$ cat src/rtl/core/mk_pkg.sv
// Morse keyer package: widths, register indexes, control structs and the
// character decode and International Morse code table.
// No dependencies.
package mk_pkg;

   localparam int TABLE_ENTRIES = 36;
   localparam int IDX_W         = $clog2(TABLE_ENTRIES);
   localparam int CHAR_W        = 8;
   localparam int DUR_W         = 16;
   localparam int MAX_SYMS      = 5;
   localparam int LEN_W         = $clog2(MAX_SYMS + 1);
   localparam int SEG_W         = $clog2(2 * MAX_SYMS + 1);
   localparam int CSR_IDX_W     = 3;

   // Register indexes on the configuration port
   localparam logic [CSR_IDX_W-1:0] CSR_DOT        = 3'd0;
   localparam logic [CSR_IDX_W-1:0] CSR_DASH       = 3'd1;
   localparam logic [CSR_IDX_W-1:0] CSR_SYMBOL_GAP = 3'd2;
   localparam logic [CSR_IDX_W-1:0] CSR_LETTER_GAP = 3'd3;
   localparam logic [CSR_IDX_W-1:0] CSR_WORD_GAP   = 3'd4;

   // Register reset values
   localparam logic [DUR_W-1:0] DOT_RESET        = 16'd100;
   localparam logic [DUR_W-1:0] DASH_RESET       = 16'd300;
   localparam logic [DUR_W-1:0] SYMBOL_GAP_RESET = 16'd100;
   localparam logic [DUR_W-1:0] LETTER_GAP_RESET = 16'd300;
   localparam logic [DUR_W-1:0] WORD_GAP_RESET   = 16'd700;

   // Character codes
   localparam logic [CHAR_W-1:0] CHAR_SPACE   = 8'h20;
   localparam logic [CHAR_W-1:0] CHAR_ZERO    = 8'h30;
   localparam logic [CHAR_W-1:0] CHAR_NINE    = 8'h39;
   localparam logic [CHAR_W-1:0] CHAR_UPPER_A = 8'h41;
   localparam logic [CHAR_W-1:0] CHAR_UPPER_Z = 8'h5A;
   localparam logic [CHAR_W-1:0] CHAR_LOWER_A = 8'h61;
   localparam logic [CHAR_W-1:0] CHAR_LOWER_Z = 8'h7A;
   localparam logic [IDX_W-1:0]  DIGIT_BASE   = 6'd26;

   // Morse code of one character: bit i of pattern is 1 for a dash at symbol i
   typedef struct packed {
      logic [LEN_W-1:0]    len;
      logic [MAX_SYMS-1:0] pattern;
   } mk_code_type;

   // Decoded input word
   typedef struct packed {
      logic        supported;
      logic        space;
      mk_code_type code;
   } mk_decode_type;

   // Controller to datapath
   typedef struct packed {
      logic load;
      logic advance;
   } mk_cmd_type;

   // Datapath to controller
   typedef struct packed {
      logic supported;
      logic final_seg;
   } mk_status_type;

   function automatic logic [DUR_W-1:0] sub_floor(input logic [DUR_W-1:0] a,
                                                  input logic [DUR_W-1:0] b);
      sub_floor = (a > b) ? (a - b) : '0;
   endfunction

   // International Morse code table, letters A to Z then digits 0 to 9
   function automatic mk_code_type code_lookup(input logic [IDX_W-1:0] idx);
      mk_code_type c;
      case (idx)
         6'd0:    c = '{len: 3'd2, pattern: 5'b00010}; // A
         6'd1:    c = '{len: 3'd4, pattern: 5'b00001}; // B
         6'd2:    c = '{len: 3'd4, pattern: 5'b00101}; // C
         6'd3:    c = '{len: 3'd3, pattern: 5'b00001}; // D
         6'd4:    c = '{len: 3'd1, pattern: 5'b00000}; // E
         6'd5:    c = '{len: 3'd4, pattern: 5'b00100}; // F
         6'd6:    c = '{len: 3'd3, pattern: 5'b00011}; // G
         6'd7:    c = '{len: 3'd4, pattern: 5'b00000}; // H
         6'd8:    c = '{len: 3'd2, pattern: 5'b00000}; // I
         6'd9:    c = '{len: 3'd4, pattern: 5'b01110}; // J
         6'd10:   c = '{len: 3'd3, pattern: 5'b00101}; // K
         6'd11:   c = '{len: 3'd4, pattern: 5'b00010}; // L
         6'd12:   c = '{len: 3'd2, pattern: 5'b00011}; // M
         6'd13:   c = '{len: 3'd2, pattern: 5'b00001}; // N
         6'd14:   c = '{len: 3'd3, pattern: 5'b00111}; // O
         6'd15:   c = '{len: 3'd4, pattern: 5'b00110}; // P
         6'd16:   c = '{len: 3'd4, pattern: 5'b01011}; // Q
         6'd17:   c = '{len: 3'd3, pattern: 5'b00010}; // R
         6'd18:   c = '{len: 3'd3, pattern: 5'b00000}; // S
         6'd19:   c = '{len: 3'd1, pattern: 5'b00001}; // T
         6'd20:   c = '{len: 3'd3, pattern: 5'b00100}; // U
         6'd21:   c = '{len: 3'd4, pattern: 5'b01000}; // V
         6'd22:   c = '{len: 3'd3, pattern: 5'b00110}; // W
         6'd23:   c = '{len: 3'd4, pattern: 5'b01001}; // X
         6'd24:   c = '{len: 3'd4, pattern: 5'b01101}; // Y
         6'd25:   c = '{len: 3'd4, pattern: 5'b00011}; // Z
         6'd26:   c = '{len: 3'd5, pattern: 5'b11111}; // 0
         6'd27:   c = '{len: 3'd5, pattern: 5'b11110}; // 1
         6'd28:   c = '{len: 3'd5, pattern: 5'b11100}; // 2
         6'd29:   c = '{len: 3'd5, pattern: 5'b11000}; // 3
         6'd30:   c = '{len: 3'd5, pattern: 5'b10000}; // 4
         6'd31:   c = '{len: 3'd5, pattern: 5'b00000}; // 5
         6'd32:   c = '{len: 3'd5, pattern: 5'b00001}; // 6
         6'd33:   c = '{len: 3'd5, pattern: 5'b00011}; // 7
         6'd34:   c = '{len: 3'd5, pattern: 5'b00111}; // 8
         6'd35:   c = '{len: 3'd5, pattern: 5'b01111}; // 9
         default: c = '{len: '0, pattern: '0};
      endcase
      code_lookup = c;
   endfunction

   // Fold case, classify the byte and fetch its code
   function automatic mk_decode_type char_decode(input logic [CHAR_W-1:0] ch);
      mk_decode_type d;
      logic [CHAR_W-1:0] diff;
      d    = '0;
      diff = '0;
      if (ch == CHAR_SPACE) begin
         d.supported = 1'b1;
         d.space     = 1'b1;
      end else if (ch >= CHAR_LOWER_A && ch <= CHAR_LOWER_Z) begin
         diff        = ch - CHAR_LOWER_A;
         d.supported = 1'b1;
         d.code      = code_lookup(diff[IDX_W-1:0]);
      end else if (ch >= CHAR_UPPER_A && ch <= CHAR_UPPER_Z) begin
         diff        = ch - CHAR_UPPER_A;
         d.supported = 1'b1;
         d.code      = code_lookup(diff[IDX_W-1:0]);
      end else if (ch >= CHAR_ZERO && ch <= CHAR_NINE) begin
         diff        = ch - CHAR_ZERO;
         d.supported = 1'b1;
         d.code      = code_lookup(diff[IDX_W-1:0] + DIGIT_BASE);
      end
      char_decode = d;
   endfunction

endpackage

$ cat src/rtl/core/mk_if.sv
// Valid/ready channel interfaces of the Morse keyer: text bytes in,
// key segments out. Depends on mk_pkg.
interface mk_req_if;
   logic                      valid;
   logic                      ready;
   logic [mk_pkg::CHAR_W-1:0] char_code;

   modport source (output valid, output char_code, input ready);
   modport sink   (input valid, input char_code, output ready);
endinterface

interface mk_rsp_if;
   logic                     valid;
   logic                     ready;
   logic                     key_on;
   logic [mk_pkg::DUR_W-1:0] duration_ms;
   logic                     last;

   modport source (output valid, output key_on, output duration_ms, output last,
                   input ready);
   modport sink   (input valid, input key_on, input duration_ms, input last,
                   output ready);
endinterface

$ cat src/rtl/core/morse_keyer.sv
// Morse keyer top level: joins the controller and the datapath to the
// request, response and register ports. Depends on mk_pkg, mk_if, mk_ctrl, mk_dp.
//
// Each request word is one text byte; letters of either case and digits come
// out as International Morse key segments, a space as a single word gap, and
// any other byte is taken and dropped with no response. A character with n
// symbols gives 2n+1 response words (at most 11): mark, symbol gap per symbol,
// then the letter gap minus the symbol gap, floored at zero, with last set.
// A word is taken when the block is idle; the segments then leave one per cycle
// from a single output register while rsp_bus.ready is high. Registers
// (dot, dash, symbol gap, letter gap, word gap, in ms) are written on csr_wen
// and should only be changed while the block is idle.
module morse_keyer (
   input  logic                         clock,
   input  logic                         reset,
   mk_req_if.sink                       req_bus,
   mk_rsp_if.source                     rsp_bus,
   input  logic                         csr_wen,
   input  logic [mk_pkg::CSR_IDX_W-1:0] csr_index,
   input  logic [mk_pkg::DUR_W-1:0]     csr_wdata
);

   mk_pkg::mk_cmd_type    cmd;
   mk_pkg::mk_status_type status;
   logic                  req_ready;
   logic                  rsp_valid;
   logic                  key_on;
   logic [mk_pkg::DUR_W-1:0] duration_ms;
   logic                  last;

   mk_ctrl u_ctrl (
      .clock     (clock),
      .reset     (reset),
      .req_valid (req_bus.valid),
      .req_ready (req_ready),
      .rsp_valid (rsp_valid),
      .rsp_ready (rsp_bus.ready),
      .status    (status),
      .cmd       (cmd)
   );

   mk_dp u_dp (
      .clock       (clock),
      .reset       (reset),
      .csr_wen     (csr_wen),
      .csr_index   (csr_index),
      .csr_wdata   (csr_wdata),
      .char_code   (req_bus.char_code),
      .cmd         (cmd),
      .status      (status),
      .key_on      (key_on),
      .duration_ms (duration_ms),
      .last        (last)
   );

   // Drive the channels
   assign req_bus.ready       = req_ready;
   assign rsp_bus.valid       = rsp_valid;
   assign rsp_bus.key_on      = key_on;
   assign rsp_bus.duration_ms = duration_ms;
   assign rsp_bus.last        = last;

endmodule

$ cat src/rtl/core/mk_ctrl.sv
// Morse keyer controller: takes a word when idle, then walks the segments
// of the character out one handshake at a time. Depends on mk_pkg.
module mk_ctrl (
   input  logic                  clock,
   input  logic                  reset,
   input  logic                  req_valid,
   output logic                  req_ready,
   output logic                  rsp_valid,
   input  logic                  rsp_ready,
   input  mk_pkg::mk_status_type status,
   output mk_pkg::mk_cmd_type    cmd
);

   typedef enum logic [1:0] {
      ST_IDLE = 2'b01,
      ST_SEND = 2'b10
   } mk_state_type;

   mk_state_type state_ff, state_in;

   // Next state and commands
   always_comb begin
      state_in    = state_ff;
      req_ready   = 1'b0;
      rsp_valid   = 1'b0;
      cmd         = '0;
      case (state_ff)
         ST_IDLE: begin
            req_ready = 1'b1;
            if (req_valid && status.supported) begin
               cmd.load = 1'b1;
               state_in = ST_SEND;
            end
         end
         ST_SEND: begin
            rsp_valid = 1'b1;
            if (rsp_ready) begin
               if (status.final_seg) begin
                  state_in = ST_IDLE;
               end else begin
                  cmd.advance = 1'b1;
               end
            end
         end
         default: begin
            state_in = ST_IDLE;
         end
      endcase
   end

   // Hold state
   always_ff @(posedge clock) begin
      if (reset) begin
         state_ff <= ST_IDLE;
      end else begin
         state_ff <= state_in;
      end
   end

endmodule

$ cat src/rtl/core/mk_dp.sv
// Morse keyer datapath: timing registers, the latched code of the current
// character, the segment counter and the output segment register.
// Depends on mk_pkg.
module mk_dp (
   input  logic                         clock,
   input  logic                         reset,
   input  logic                         csr_wen,
   input  logic [mk_pkg::CSR_IDX_W-1:0] csr_index,
   input  logic [mk_pkg::DUR_W-1:0]     csr_wdata,
   input  logic [mk_pkg::CHAR_W-1:0]    char_code,
   input  mk_pkg::mk_cmd_type           cmd,
   output mk_pkg::mk_status_type        status,
   output logic                         key_on,
   output logic [mk_pkg::DUR_W-1:0]     duration_ms,
   output logic                         last
);

   logic [mk_pkg::DUR_W-1:0] dot_ff, dash_ff, symbol_gap_ff, letter_gap_ff, word_gap_ff;

   logic [mk_pkg::MAX_SYMS-1:0] pattern_ff, pattern_in;
   logic [mk_pkg::SEG_W-1:0]    seg_ff, seg_in;
   logic [mk_pkg::SEG_W-1:0]    final_ff, final_in;
   logic                        space_ff, space_in;

   logic                     key_on_ff, key_on_in;
   logic [mk_pkg::DUR_W-1:0] dur_ff, dur_in;
   logic                     last_ff, last_in;

   mk_pkg::mk_decode_type dec;
   logic                  seg_final;

   // Timing registers
   always_ff @(posedge clock) begin
      if (reset) begin
         dot_ff        <= mk_pkg::DOT_RESET;
         dash_ff       <= mk_pkg::DASH_RESET;
         symbol_gap_ff <= mk_pkg::SYMBOL_GAP_RESET;
         letter_gap_ff <= mk_pkg::LETTER_GAP_RESET;
         word_gap_ff   <= mk_pkg::WORD_GAP_RESET;
      end else if (csr_wen) begin
         case (csr_index)
            mk_pkg::CSR_DOT:        dot_ff        <= csr_wdata;
            mk_pkg::CSR_DASH:       dash_ff       <= csr_wdata;
            mk_pkg::CSR_SYMBOL_GAP: symbol_gap_ff <= csr_wdata;
            mk_pkg::CSR_LETTER_GAP: letter_gap_ff <= csr_wdata;
            mk_pkg::CSR_WORD_GAP:   word_gap_ff   <= csr_wdata;
            default: begin
            end
         endcase
      end
   end

   // Decode the incoming word
   assign dec = mk_pkg::char_decode(char_code);

   // Select the character being sent and the next segment number
   always_comb begin
      if (cmd.load) begin
         pattern_in = dec.code.pattern;
         space_in   = dec.space;
         final_in   = dec.space ? '0 : {dec.code.len, 1'b0};
         seg_in     = '0;
      end else begin
         pattern_in = pattern_ff;
         space_in   = space_ff;
         final_in   = final_ff;
         seg_in     = cmd.advance ? seg_ff + 1'b1 : seg_ff;
      end
   end

   // Build the next segment: mark on even numbers, symbol gap on odd,
   // letter or word gap at the end
   always_comb begin
      seg_final = (seg_in == final_in);
      last_in   = seg_final;
      key_on_in = !seg_final && !seg_in[0];
      if (seg_final) begin
         dur_in = space_in ? mk_pkg::sub_floor(word_gap_ff, letter_gap_ff)
                           : mk_pkg::sub_floor(letter_gap_ff, symbol_gap_ff);
      end else if (seg_in[0]) begin
         dur_in = symbol_gap_ff;
      end else begin
         dur_in = pattern_in[seg_in[mk_pkg::SEG_W-1:1]] ? dash_ff : dot_ff;
      end
   end

   // Hold the character state
   always_ff @(posedge clock) begin
      if (reset) begin
         seg_ff <= '0;
      end else begin
         seg_ff <= seg_in;
      end
   end

   always_ff @(posedge clock) begin
      pattern_ff <= pattern_in;
      space_ff   <= space_in;
      final_ff   <= final_in;
   end

   // Load the output segment register
   always_ff @(posedge clock) begin
      if (cmd.load || cmd.advance) begin
         key_on_ff <= key_on_in;
         dur_ff    <= dur_in;
         last_ff   <= last_in;
      end
   end

   assign key_on           = key_on_ff;
   assign duration_ms      = dur_ff;
   assign last             = last_ff;
   assign status.supported = dec.supported;
   assign status.final_seg = last_ff;

endmodule

$ cat src/flat_wrapper.sv
// flat-port wrapper written by rule: the top's interface ports become plain ports
module morse_keyer_flat 
  (clock, reset, csr_wen, csr_index, csr_wdata, req_bus_valid, req_bus_char_code, req_bus_ready, rsp_bus_valid, rsp_bus_key_on, rsp_bus_duration_ms, rsp_bus_last, rsp_bus_ready);
  mk_req_if req_bus_i ();
  mk_rsp_if rsp_bus_i ();
  input  logic clock;
  input  logic reset;
  input  logic csr_wen;
  input  logic [mk_pkg::CSR_IDX_W-1:0] csr_index;
  input  logic [mk_pkg::DUR_W-1:0] csr_wdata;
  input wire logic [$bits(req_bus_i.valid)-1:0] req_bus_valid;
  input wire logic [$bits(req_bus_i.char_code)-1:0] req_bus_char_code;
  output wire logic [$bits(req_bus_i.ready)-1:0] req_bus_ready;
  output wire logic [$bits(rsp_bus_i.valid)-1:0] rsp_bus_valid;
  output wire logic [$bits(rsp_bus_i.key_on)-1:0] rsp_bus_key_on;
  output wire logic [$bits(rsp_bus_i.duration_ms)-1:0] rsp_bus_duration_ms;
  output wire logic [$bits(rsp_bus_i.last)-1:0] rsp_bus_last;
  input wire logic [$bits(rsp_bus_i.ready)-1:0] rsp_bus_ready;
  assign req_bus_i.valid = req_bus_valid;
  assign req_bus_i.char_code = req_bus_char_code;
  assign req_bus_ready = req_bus_i.ready;
  assign rsp_bus_valid = rsp_bus_i.valid;
  assign rsp_bus_key_on = rsp_bus_i.key_on;
  assign rsp_bus_duration_ms = rsp_bus_i.duration_ms;
  assign rsp_bus_last = rsp_bus_i.last;
  assign rsp_bus_i.ready = rsp_bus_ready;
  morse_keyer u_core (.clock(clock), .reset(reset), .req_bus(req_bus_i), .rsp_bus(rsp_bus_i), .csr_wen(csr_wen), .csr_index(csr_index), .csr_wdata(csr_wdata));
endmodule
$ cat config.mk
export PLATFORM = sky130hd
export DESIGN_NAME = morse_keyer_flat
export DESIGN_NICKNAME = d
export VERILOG_FILES = /design/src/rtl/core/mk_pkg.sv /design/src/rtl/core/mk_if.sv /design/src/rtl/core/morse_keyer.sv /design/src/rtl/core/mk_ctrl.sv /design/src/rtl/core/mk_dp.sv /design/src/flat_wrapper.sv
export SDC_FILE = /design/constraint.sdc
export NUM_CORES = 1
export LEC_CHECK = 0
export ABC_AREA = 1
export BUFFER_PORTS_ARGS = -buffer_cell sky130_fd_sc_hd__buf_2
export CAP_MARGIN = 10
export CORE_UTILIZATION = 30
export CTS_CLUSTER_DIAMETER = 50
export DETAILED_ROUTE_END_ITERATION = 10
export PLACE_DENSITY_LB_ADDON = 0.2
export SYNTH_ARGS = -nofsm -noshare
export SYNTH_HDL_FRONTEND = slang
export SYNTH_HIERARCHICAL = 1
export SYNTH_SLANG_ARGS = --single-unit
$ cat constraint.sdc
create_clock -name clock -period 9.6 [get_ports clock]
set_input_delay 0.96 -clock clock [delete_from_list [all_inputs] [get_ports clock]]
set_output_delay 0.96 -clock clock [all_outputs]
set_load 0.03 [all_outputs]
==> run summary <==
Core box area -> 0.02635 sq mm
GPL Wtd Cong -> 0.8778
DP Area -> 0.008526 sq mm
Initial antenna violation count -> 0
CTS root buffer -> clkbuf_16
Fin util -> 0.3485
Largest net degree at the start of global routing -> 77
CP Launch Type -> primary input
Peak fanout along the critical path -> 17
H-tree Lvls -> 4
LEAKAGE -> 4.196 nW
Clk pwr share -> 0.427
Critical path class -> primary input to flip-flop
Total track usage -> 0.1922
Required time worst endpoint -> 9.76 ns
Post-CTS Hold Fix Bufs -> 0
Int Power -> 1.102 mW
R2R setup slack -> 6.38 ns
Io pins -> 52
Slew @ Worst Pin -> 1.143 ns
Residual DRC -> 0
# Post-CTS Setup Buffers -> 0
Synthesis-stage register bit count -> 114
Sequential area share after synthesis -> 0.3026
Clk slew on worst S/H paths -> 0.06 ns
Drt wl/cell -> 16.68 um
Vias/cell -> 5.044
Yosys top cell area share -> 0.2362
WHS -> 0.4477 ns
Syn avg cell area -> 6.793 sq um
Synth Cell Area -> 0.008138 sq mm
Vias in the first global route -> 7454
Peak supply drop -> 0.0001000 V
Max Freq -> 205.5 MHz
Worst setup EP type -> flip-flop
Area Growth Syn to Fin -> 12.85%
CTS-repair resized insts -> 0
Worst Skew -> 0.01018 ns
Maxcap violations -> 0
Hold Vio Cnt, Final -> 0
Hold Path Class -> flip-flop to flip-flop
Crit path DAT -> 5.03 ns
Total CTS buffers -> 17
CTS Buffer Depth -> 2
Comb pwr share -> 0.248
Post-synth cell types -> 48
Final min period -> 4.867 ns
Vias after detailed routing -> 7924
Synth area leader -> dfxtp_1
Fin Setup TNS -> 0 ns
Final period util -> 0.5069
Worst rel slew slack -> 0.2383
Status -> complete, no violations
GR Overflow Total -> 0
ANT cells -> 0
Seq pwr share -> 0.325
Design area -> 0.009184 sq mm
RSZ-0062 raised after global routing -> false
Share of cells above drive strength 1 -> 0.1238
Final Max Slew Viols -> 0
Yosys warns -> 6
Cell Rows -> 59
Final setup vio count -> 0
Post-Synthesis Cells -> 1198
Port Buffers -> 51
Cell count after placement -> 1539
Layout Nets -> 1303
Psw -> 548.9 uW
Die area -> 0.02779 sq mm
Clk_lat worst skew -> 0.42 ns
Final ANT Viol Nets -> 0
Sink Count -> 114
Switch share -> 0.3325
Post-detail-place hpwl -> 20110 um
CTS tree -> done
First-pass GRT wire length -> 41540 um
Synth area leaders -> dfxtp_1, nand2_1, o21ai_0
Die width -> 166.7 um
Pwr Density -> 179.8 mW/mm^2
DRT Wirelength -> 26210 um
Syn nets -> 1278
DRT Pass-1 Iters -> 5
Finished Layout Cells -> 1571
Starting Density -> 0.3088
1st-iter DRT viols -> 641
Die H -> 166.7 um
## cell families (layout without fill, tap and decap cells)
family	Yosys count	in the layout	synth area share
DFF	114	114	0.3026
and+or+nand+nor	572	572	0.3246
buffers and inverters	182	220	0.1001
xor gates and xnor gates	20	20	0.02153
AOI/OAI and AO/OA	262	262	0.1756
adders and majority gates	48	48	0.07565
## final cells by class
cell class | count | area [sq um]
clock inverter | 13 | 182.7
clock buffer | 19 | 475.5
multi-input combinational | 902 | 4861
sequential | 114 | 2462
inverter | 136 | 520.5
tap | 335 | 419.2
fill | 2895 | 17170
timing repair buffer | 52 | 262.8
## power groups by stage
| stage | clock (mW) | sequential [mW] | combinational (mW) |
|---|---|---|---|
| 4_1_cts | 0.718 | 0.536 | 0.407 |
| 5_1_grt | 0.742 | 0.538 | 0.461 |
| 3_3_place_gp | 0 | 0.548 | 0.406 |
| 2_1_floorplan | 0 | 0.552 | 0.308 |
| 3_5_place_dp | 0 | 0.546 | 0.407 |
| 6_report | 0.705 | 0.536 | 0.410 |
## layer usage
layer  share of wire  wire, um  global-route usage  vias to the layer above
li1                -         -                   -                     4026
met1            0.47     12290              0.2581                     3676
met2            0.47     12360              0.3188                      202
met5               0         0                   0                        -
met4           0.013       339             0.05113                        0
met3           0.046      1215             0.02994                       20
## critical path, cell delays in order
cell      delay [ns]
buf_2           0.23
inv_1           0.23
ha_1            0.34
nand3_1         0.14
nand2_1         0.05
nand2_1         0.05
and3_1          0.41
inv_6           0.08
nand4_1         0.10
nand2_1         0.06
inv_1           0.06
nand2_2         0.07
inv_1           0.30
clkinv_1        0.35
nand2_1         0.15
nor2_1          0.06
inv_1           0.15
nand2_1         0.10
nor2_1          0.11
nand2_1         0.40
nand2_4         0.37
nand2_1         0.09
nand3_1         0.08
nand3_1         0.08
## cell usage after synthesis, drive strengths merged
| master | number |
|---|---|
| nand4 | 11 |
| and3 | 1 |
| xor2 | 14 |
| o221a | 1 |
| o221ai | 1 |
| dfxtp | 96 |
| nor3 | 9 |
| a211oi | 1 |
| edfxtp | 18 |
| nor2 | 101 |
| inv | 135 |
| buf | 22 |
| o21ai | 134 |
| or2 | 2 |
| fa | 2 |
| o211ai | 10 |
| nand2 | 304 |
| clkinv | 1 |
| a31oi | 5 |
| nor3b | 1 |
| a21oi | 91 |
| ha | 46 |
| nor4 | 1 |
| o22ai | 9 |
| a21o | 5 |
| nand3b | 14 |
| clkbuf | 24 |
| and2 | 1 |
| xnor2 | 6 |
| nand3 | 127 |
| a21boi | 2 |
| o21bai | 3 |
## final timing paths
| path | start | to | cells past startpoint |
|---|---|---|---|
| worst min-delay path | u_core/u_dp/final_ff[0]$_DFF_P_ | u_core/u_dp/final_ff[0]$_DFF_P_ | 2 |
| worst min register to register | u_core/u_dp/final_ff[0]$_DFF_P_ | u_core/u_dp/final_ff[0]$_DFF_P_ | 2 |
| worst max-delay path | req_bus_char_code[1] | u_core/u_dp/duration_ms[13]$_DFFE_PP_ | 24 |
| worst max register to register | u_core/u_dp/last$_DFFE_PP_ | u_core/u_dp/duration_ms[13]$_DFFE_PP_ | 14 |
## metrics by stage
| stage | power, mW | worst slack, ns |
|---|---|---|
| after floorplan | 0.8608 | 5.456 |
| after global placement | 0.9534 | 4.512 |
| after detailed placement | 0.9529 | 4.314 |
| after CTS | 1.662 | 4.753 |
| after global routing | 1.742 | 4.140 |
| final | 1.651 | 4.733 |
## flip-flops by register name, summed over array words and instances (netlist names)
signal	count
u_core/u_ctrl/state_ff	2
u_core/u_dp/dash_ff	16
u_core/u_dp/dot_ff	16
u_core/u_dp/duration_ms	16
u_core/u_dp/final_ff	4
u_core/u_dp/key_on	1
u_core/u_dp/last	1
u_core/u_dp/letter_gap_ff	16
u_core/u_dp/pattern_ff	5
u_core/u_dp/seg_ff	4
u_core/u_dp/space_ff	1
u_core/u_dp/symbol_gap_ff	16
u_core/u_dp/word_gap_ff	16
## layout by cell type (no fill, tap or decap), types with 7 or more instances in the layout
| master | count |
|---|---|
| clkbuf_16 | 19 |
| a21oi_1 | 87 |
| nand4_1 | 11 |
| nand2_2 | 22 |
| o211ai_1 | 10 |
| nand3b_1 | 14 |
| edfxtp_1 | 18 |
| xor2_1 | 14 |
| nand3_2 | 15 |
| inv_6 | 7 |
| nand2_1 | 277 |
| o21ai_1 | 13 |
| nand3_1 | 111 |
| dfxtp_1 | 96 |
| inv_1 | 127 |
| nor2_1 | 92 |
| buf_2 | 51 |
| o22ai_1 | 9 |
| ha_1 | 46 |
| o21ai_0 | 119 |
| nor3_1 | 9 |
(Power assumes the default switching activity.)
